## src/design/gsig_pkg.sv

```systemverilog
// Package for the grid strip index generator.
// Holds the sizing constants, code constants and shared structs; no dependencies.
package gsig_pkg;

   localparam int unsigned MAX_DIM = 4096;
   localparam int unsigned DIM_W = $clog2(MAX_DIM + 1);
   localparam int unsigned COUNT_W = $clog2(MAX_DIM);
   localparam int unsigned BASE_W = 2 * COUNT_W;
   localparam int unsigned INDEX_W = 32;
   localparam int unsigned CSR_INDEX_W = 2;
   localparam int unsigned CSR_DATA_W = DIM_W;

   localparam logic [INDEX_W-1:0] RESTART_MARK = '1;

   localparam logic [CSR_INDEX_W-1:0] CSR_GRID_WIDTH = 2'd0;
   localparam logic [CSR_INDEX_W-1:0] CSR_GRID_HEIGHT = 2'd1;
   localparam logic [CSR_INDEX_W-1:0] CSR_STRIP_MODE = 2'd2;

   localparam logic [1:0] SEP_NONE = 2'd0;
   localparam logic [1:0] SEP_FIRST = 2'd1;
   localparam logic [1:0] SEP_SECOND = 2'd2;

   typedef enum logic [1:0] {
      MODE_LINE_RESTART = 2'd0,
      MODE_TRI_RESTART  = 2'd1,
      MODE_TRI_DEGEN    = 2'd2,
      MODE_UNSUPPORTED  = 2'd3
   } strip_mode_type;

   typedef struct packed {
      logic [DIM_W-1:0] grid_width;
      logic [DIM_W-1:0] grid_height;
      strip_mode_type   strip_mode;
   } cfg_type;

   typedef struct packed {
      logic [COUNT_W-1:0] col_count;
      logic [COUNT_W-1:0] row_count;
      logic               column_phase;
      logic               pair_half;
      logic [1:0]         separator_step;
      logic [BASE_W-1:0]  row_base;
   } seq_state_type;

   typedef struct packed {
      logic [INDEX_W-1:0] vertex_index;
      logic               is_restart;
      logic               is_last;
      logic               bad_setup;
   } rsp_type;

endpackage

```

## src/design/gsig_cfg.sv

```systemverilog
// Configuration registers of the grid strip index generator.
// Depends on gsig_pkg; flags every in-range write so the sequence can rewind.
module gsig_cfg (
   input  logic                               clock,
   input  logic                               reset,
   input  logic                               csr_write_enable,
   input  logic [gsig_pkg::CSR_INDEX_W-1:0]   csr_index,
   input  logic [gsig_pkg::CSR_DATA_W-1:0]    csr_write_data,
   output gsig_pkg::cfg_type                  cfg,
   output logic                               rewind
);
   import gsig_pkg::*;

   cfg_type cfg_ff;
   cfg_type cfg_in;
   logic    hit;

   always_comb begin
      cfg_in = cfg_ff;
      hit = 1'b0;
      if (csr_write_enable) begin
         case (csr_index)
            CSR_GRID_WIDTH: begin
               cfg_in.grid_width = DIM_W'(csr_write_data);
               hit = 1'b1;
            end
            CSR_GRID_HEIGHT: begin
               cfg_in.grid_height = DIM_W'(csr_write_data);
               hit = 1'b1;
            end
            CSR_STRIP_MODE: begin
               cfg_in.strip_mode = strip_mode_type'(csr_write_data[1:0]);
               hit = 1'b1;
            end
            default: begin
               hit = 1'b0;
            end
         endcase
      end
   end

   always_ff @(posedge clock) begin
      if (reset) begin
         cfg_ff.grid_width <= DIM_W'(2);
         cfg_ff.grid_height <= DIM_W'(2);
         cfg_ff.strip_mode <= MODE_LINE_RESTART;
      end else begin
         cfg_ff <= cfg_in;
      end
   end

   assign cfg = cfg_ff;
   assign rewind = hit;

endmodule

```

## src/design/gsig_step.sv

```systemverilog
// Next-position and result logic for one request of the grid strip index generator.
// Depends on gsig_pkg; purely combinational.
module gsig_step (
   input  gsig_pkg::cfg_type       cfg,
   input  gsig_pkg::seq_state_type state_cur,
   input  logic                    begin_new,
   output gsig_pkg::seq_state_type state_nxt,
   output gsig_pkg::rsp_type       result
);
   import gsig_pkg::*;

   localparam seq_state_type ZERO_STATE = '0;

   seq_state_type    s;
   seq_state_type    n;
   rsp_type          r;
   logic [DIM_W-1:0] w;
   logic [DIM_W-1:0] wm1;
   logic [DIM_W-1:0] hm1;
   logic [DIM_W-1:0] hm2;
   logic [DIM_W-1:0] col_ext;
   logic [DIM_W-1:0] row_ext;
   logic             bad;
   logic             col_end;
   logic [BASE_W-1:0] base_w;
   logic [BASE_W-1:0] idx_cur;
   logic [BASE_W-1:0] idx_upper;
   logic [BASE_W-1:0] idx_deg1;
   logic [BASE_W:0]   idx_deg2;

   always_comb begin
      w = cfg.grid_width;
      wm1 = cfg.grid_width - DIM_W'(1);
      hm1 = cfg.grid_height - DIM_W'(1);
      hm2 = cfg.grid_height - DIM_W'(2);
      bad = (cfg.grid_width < DIM_W'(2)) || (cfg.grid_height < DIM_W'(2)) ||
            (cfg.grid_width > DIM_W'(MAX_DIM)) || (cfg.grid_height > DIM_W'(MAX_DIM));
      s = begin_new ? ZERO_STATE : state_cur;
      col_ext = DIM_W'(s.col_count);
      row_ext = DIM_W'(s.row_count);
      col_end = (col_ext == wm1);
      base_w = s.row_base + BASE_W'(w);
      idx_cur = s.row_base + BASE_W'(s.col_count);
      idx_upper = base_w + BASE_W'(s.col_count);
      idx_deg1 = base_w - BASE_W'(1);
      idx_deg2 = (BASE_W + 1)'(base_w) + (BASE_W + 1)'(w);

      n = s;
      r.vertex_index = INDEX_W'(idx_cur);
      r.is_restart = 1'b0;
      r.is_last = 1'b0;
      r.bad_setup = 1'b0;

      case (cfg.strip_mode)
         MODE_LINE_RESTART: begin
            if (s.separator_step != SEP_NONE) begin
               n.separator_step = SEP_NONE;
               if (!s.column_phase) begin
                  if (row_ext == hm1) begin
                     n.column_phase = 1'b1;
                     n.row_count = '0;
                     n.row_base = '0;
                     n.col_count = '0;
                  end else begin
                     n.row_count = s.row_count + COUNT_W'(1);
                     n.row_base = base_w;
                  end
               end else begin
                  n.col_count = s.col_count + COUNT_W'(1);
                  n.row_count = '0;
                  n.row_base = '0;
               end
               r.vertex_index = RESTART_MARK;
               r.is_restart = 1'b1;
            end else if (!s.column_phase) begin
               if (col_end) begin
                  n.col_count = '0;
                  n.separator_step = SEP_FIRST;
               end else begin
                  n.col_count = s.col_count + COUNT_W'(1);
               end
            end else if (row_ext == hm1) begin
               if (col_end) begin
                  n = ZERO_STATE;
                  r.is_last = 1'b1;
               end else begin
                  n.separator_step = SEP_FIRST;
               end
            end else begin
               n.row_count = s.row_count + COUNT_W'(1);
               n.row_base = base_w;
            end
         end
         MODE_TRI_RESTART, MODE_TRI_DEGEN: begin
            if (s.separator_step == SEP_FIRST) begin
               if (cfg.strip_mode == MODE_TRI_DEGEN) begin
                  n.separator_step = SEP_SECOND;
                  r.vertex_index = INDEX_W'(idx_deg1);
               end else begin
                  n.separator_step = SEP_NONE;
                  n.row_count = s.row_count + COUNT_W'(1);
                  n.row_base = base_w;
                  r.vertex_index = RESTART_MARK;
                  r.is_restart = 1'b1;
               end
            end else if (s.separator_step != SEP_NONE) begin
               n.separator_step = SEP_NONE;
               n.row_count = s.row_count + COUNT_W'(1);
               n.row_base = base_w;
               r.vertex_index = INDEX_W'(idx_deg2);
            end else if (!s.pair_half) begin
               n.pair_half = 1'b1;
               r.vertex_index = INDEX_W'(idx_upper);
            end else begin
               n.pair_half = 1'b0;
               if (col_end) begin
                  if (row_ext == hm2) begin
                     n = ZERO_STATE;
                     r.is_last = 1'b1;
                  end else begin
                     n.col_count = '0;
                     n.separator_step = SEP_FIRST;
                  end
               end else begin
                  n.col_count = s.col_count + COUNT_W'(1);
               end
            end
         end
         default: begin
            bad = 1'b1;
         end
      endcase

      if (bad) begin
         n = ZERO_STATE;
         r.vertex_index = '0;
         r.is_restart = 1'b0;
         r.is_last = 1'b0;
         r.bad_setup = 1'b1;
      end

      state_nxt = n;
      result = r;
   end

endmodule

```

## src/design/gsig_rsp_reg.sv

```systemverilog
// Result register of the grid strip index generator.
// Depends on gsig_pkg; holds one response and frees itself as it is taken.
module gsig_rsp_reg (
   input  logic              clock,
   input  logic              reset,
   input  logic              load,
   input  gsig_pkg::rsp_type rsp_in,
   input  logic              rsp_ready,
   output logic              rsp_valid,
   output gsig_pkg::rsp_type rsp_out,
   output logic              space
);
   import gsig_pkg::*;

   logic    valid_ff;
   logic    valid_in;
   rsp_type data_ff;

   assign space = !valid_ff || rsp_ready;
   assign valid_in = load || (valid_ff && !rsp_ready);

   always_ff @(posedge clock) begin
      if (reset) begin
         valid_ff <= 1'b0;
      end else begin
         valid_ff <= valid_in;
      end
   end

   always_ff @(posedge clock) begin
      if (load) begin
         data_ff <= rsp_in;
      end
   end

   assign rsp_valid = valid_ff;
   assign rsp_out = data_ff;

endmodule

```

## src/design/grid_strip_index_generator.sv

```systemverilog
// Grid strip index generator, top level.
// Uses gsig_pkg, gsig_cfg, gsig_step and gsig_rsp_reg.
// Each request returns one index of a grid mesh in line-strip or triangle-strip
// order; the response appears in the cycle after the request is accepted, and a new
// request is taken in every cycle while the response register is empty or being
// drained, so the block sustains one index per clock. The position in the sequence
// lives in a small set of counters that a request or any in-range register write
// updates. Registers must be written only while no response is outstanding.
module grid_strip_index_generator (
   input  logic                               clock,
   input  logic                               reset,
   input  logic                               req_valid,
   output logic                               req_ready,
   input  logic                               req_begin_new,
   output logic                               rsp_valid,
   input  logic                               rsp_ready,
   output logic [gsig_pkg::INDEX_W-1:0]       rsp_vertex_index,
   output logic                               rsp_is_restart,
   output logic                               rsp_is_last,
   output logic                               rsp_bad_setup,
   input  logic                               csr_write_enable,
   input  logic [gsig_pkg::CSR_INDEX_W-1:0]   csr_index,
   input  logic [gsig_pkg::CSR_DATA_W-1:0]    csr_write_data
);
   import gsig_pkg::*;

   cfg_type       cfg;
   logic          rewind;
   seq_state_type seq_ff;
   seq_state_type seq_in;
   seq_state_type seq_step;
   rsp_type       step_rsp;
   rsp_type       rsp_out;
   logic          space;
   logic          accept;

   gsig_cfg u_cfg (
      .clock            (clock),
      .reset            (reset),
      .csr_write_enable (csr_write_enable),
      .csr_index        (csr_index),
      .csr_write_data   (csr_write_data),
      .cfg              (cfg),
      .rewind           (rewind)
   );

   gsig_step u_step (
      .cfg       (cfg),
      .state_cur (seq_ff),
      .begin_new (req_begin_new),
      .state_nxt (seq_step),
      .result    (step_rsp)
   );

   gsig_rsp_reg u_rsp (
      .clock     (clock),
      .reset     (reset),
      .load      (accept),
      .rsp_in    (step_rsp),
      .rsp_ready (rsp_ready),
      .rsp_valid (rsp_valid),
      .rsp_out   (rsp_out),
      .space     (space)
   );

   assign req_ready = space;
   assign accept = req_valid && space;

   always_comb begin
      seq_in = seq_ff;
      if (rewind) begin
         seq_in = '0;
      end else if (accept) begin
         seq_in = seq_step;
      end
   end

   always_ff @(posedge clock) begin
      if (reset) begin
         seq_ff <= '0;
      end else begin
         seq_ff <= seq_in;
      end
   end

   assign rsp_vertex_index = rsp_out.vertex_index;
   assign rsp_is_restart = rsp_out.is_restart;
   assign rsp_is_last = rsp_out.is_last;
   assign rsp_bad_setup = rsp_out.bad_setup;

endmodule

```

## config.mk

```make
export PLATFORM = sky130hd
export DESIGN_NAME = grid_strip_index_generator
export DESIGN_NICKNAME = d
export VERILOG_FILES = /design/src/design/gsig_pkg.sv /design/src/design/gsig_cfg.sv /design/src/design/gsig_step.sv /design/src/design/gsig_rsp_reg.sv /design/src/design/grid_strip_index_generator.sv
export SDC_FILE = /design/constraint.sdc
export NUM_CORES = 1
export LEC_CHECK = 0
export BUFFER_PORTS_ARGS = -buffer_cell sky130_fd_sc_hd__buf_2
export CAP_MARGIN = 10
export CORE_MARGIN = 2
export CORE_UTILIZATION = 65
export CTS_BUF_LIST = sky130_fd_sc_hd__clkbuf_4 sky130_fd_sc_hd__clkbuf_8
export DETAILED_ROUTE_END_ITERATION = 7
export PLACE_DENSITY = 0.83
export SYNTH_ARGS = -nofsm -noshare
export SYNTH_HDL_FRONTEND = slang
export SYNTH_HIERARCHICAL = 1
export SYNTH_SLANG_ARGS = --single-unit
```

## constraint.sdc

```tcl
create_clock -name clock -period 7.75 [get_ports clock]
set_input_delay 0 -clock clock [delete_from_list [all_inputs] [get_ports clock]]
set_output_delay 0 -clock clock [all_outputs]
set_load 0.02 [all_outputs]
```

==> impl_metrics.tcl <==
set metrics [dict create \
    status "finished, final reports clean" \
    portBuffers 57 \
    io_pins 58 \
    r2r_slack_ns 1.61 \
    gr-total-overflow 0 \
    grt_pass1_vias 15200 \
    ys_ff_latch 116 \
    synth.distinct_cells 117 \
    fin_crit_ns 6.14 \
    synth_top_area_cell "dfxtp_1" \
    synth_most_common_cell "nor2_1" \
    whs_ns 0.0255 \
    num_rows 56 \
    dp.cells 2257 \
    fmax_mhz 163 \
    chipWidth_um 159 \
    setup_ws_ns 1.61 \
    initial_utilization 0.663 \
    postPlaceCellArea_mm2 0.0154 \
    die-area_mm2 0.0252 \
    cts_root_buf "clkbuf_8" \
    rsz0062_at_grt "false" \
    power_density_mw_per_mm2 98.5 \
    drc 0 \
    numCtsBuffers 17 \
    ant_nets 0 \
    design_area_mm2 0.0159 \
    grt_max_degree 71 \
    tightest_slew_ns 1.29 \
    antenna_found_initial 1 \
    diodes 0 \
    finClkSkew_ns 0.0370 \
    end_kind "flip-flop" \
    post_cts_resized 0 \
    die_h_um 159 \
    synth_area_leaders "dfxtp_1 (10%), edfxtp_1 (6.8%), xnor2_1 (6.1%)" \
    vdd_drop_max_mv 0.119 \
    post_drt_wl_per_cell_um 24.3 \
    grtUsageTotal 0.425 \
    cts_tree "yes" \
    synth_commonest_cells "nor2_1 (176), a21oi_1 (154), nand2_1 (139)" \
    vias 16800 \
    synth_edf_count 35 \
    power_mw 1.57 \
    cp_max_fo 11 \
    cts_hold_buf 18 \
    syn_avg_cell_area_um2 7.66 \
    synthArstFlopShare 0 \
    synth_cells 2033 \
    multi_input_area_mm2 0.0116 \
    fin_cells 2308 \
    power.leakage_nw 5.45 \
    yosysTopAreaCellShare 0.104 \
    setup_viol 0 \
    synth_nets 2106 \
    grt_pass1_wl_um 85300 \
    worstSetupStartpointType "flip-flop" \
    ys.flop_type "dfxtp_1" \
    cts.sinks 116 \
    setup_tns_ns 0 \
    layout.nets 2049 \
    place.gp.congestion 0.993 \
    drive_above_1_share 0.171 \
    seq_area_mm2 0.00267 \
    crit_arrival_ns 6.46 \
    max_slew_margin 0.138 \
    via_per_inst 7.27 \
    slew_violations 0 \
    first_iter_violations 2648 \
    drv_cap 0 \
    netlist_area_mm2 0.0156 \
    postCtsSetupBuffers 0 \
    dp_slack_ns 1.79 \
    htree_num_levels 4 \
    fin_crit_sh 0.792 \
    area_growth_pct 2.25 \
    hold_viol_final 0 \
    cp.required_ns 8.07 \
    clk_path_buf_depth 2 \
    yosys_warnings 6 \
    hold_class "primary input to flip-flop" \
    dp_hpwl_um 37400 \
    first_pass_iters 7 \
    yosysSeqAreaShare 0.172 \
    fp.coreArea_mm2 0.0235 \
    fillers 2019 \
    clk_pin_slew_ns 0.09 \
    fin_util 0.678 \
    wirelength_um 56000 \
    clock_latency_ns 0.50 \
    crit_type "flip-flop to flip-flop" \
]
-- critical path: stages (launching register included) --
cell       delay, ns
dfxtp_1         0.54
nand2_1         0.17
xnor2_1         0.17
ha_1            0.25
a31oi_1         0.17
o22a_1          0.42
o31ai_1         0.16
xnor2_1         0.86
ha_1            0.44
a21oi_1         0.16
nor2b_1         0.06
a311oi_1        0.45
nor2_1          0.10
a2111oi_0       0.88
or3_1           0.33
xnor2_1         0.15
nor2_1          0.05
or4_1           0.48
a21oi_1         0.13
-- cell type report --
cell class / instances / area share
repair buffers: 101 / 0.0418
clock buffers: 17 / 0.0147
well taps: 319 / 0.0251
multi-input cells: 1690 / 0.730
inverters: 50 / 0.0118
clock inverters: 15 / 0.00833
flip-flops and latches: 116 / 0.168
-- worst paths after layout --
kind,startpoint,cells after the start,end
worst max register to register,seq_ff[1],18,u_rsp/rsp_out[19]
worst max-delay path,seq_ff[1],18,u_rsp/rsp_out[19]
worst min-delay path,req_valid,3,seq_ff[36]
worst min register to register,u_cfg/cfg[0],2,u_cfg/cfg[0]
-- state kept, by name (all words and copies together), names as in the netlist --
register	cells
seq_ff	52
u_rsp/rsp_out	35
u_cfg/cfg	28
u_rsp/rsp_valid	1
-- routing by layer --
| layer | track usage | wire [µm] | up-vias |
|---|---|---|---|
| li1 | - | - | 7386 |
| met1 | 0.548 | 21000 | 7777 |
| met2 | 0.659 | 24000 | 1355 |
| met3 | 0.104 | 7870 | 263 |
| met4 | 0.217 | 3070 | 2 |
| met5 | 0 | 13 | - |
-- cell families (layout without fill, tap and decap cells) --
logic type | count (synthesis) | count (layout) | share of synthesized area
buffers and inverters | 227 | 183 | 0.0833
adder cells (fa/ha/maj) | 53 | 53 | 0.0434
flip-flops | 116 | 116 | 0.172
XOR/XNOR | 158 | 158 | 0.0932
AND/OR/NAND/NOR | 730 | 730 | 0.263
AO/OA/AOI/OAI | 709 | 709 | 0.320
multiplexers | 40 | 40 | 0.0258
-- where the power goes --
group	internal [mW]	switching, mW	total (mW)
Sequential	0.640	0.0193	0.660
Combinational	0.0934	0.229	0.323
Clock	0.254	0.332	0.586
Total	0.988	0.580	1.57
-- layout by cell type, fill, tap and decap left out, types with 50 or more instances in the layout --
cell type    n
nand3_2     50
a21oi_1    154
dfxtp_1     81
nand3_1     67
xnor2_1    109
nor2_1     174
nand2_1    139
a21oi_2     53
nand2b_1    60
buf_2       55
nor3_1      51
o21ai_0    125
No activity file was read; power rests on OpenSTA's default activity.
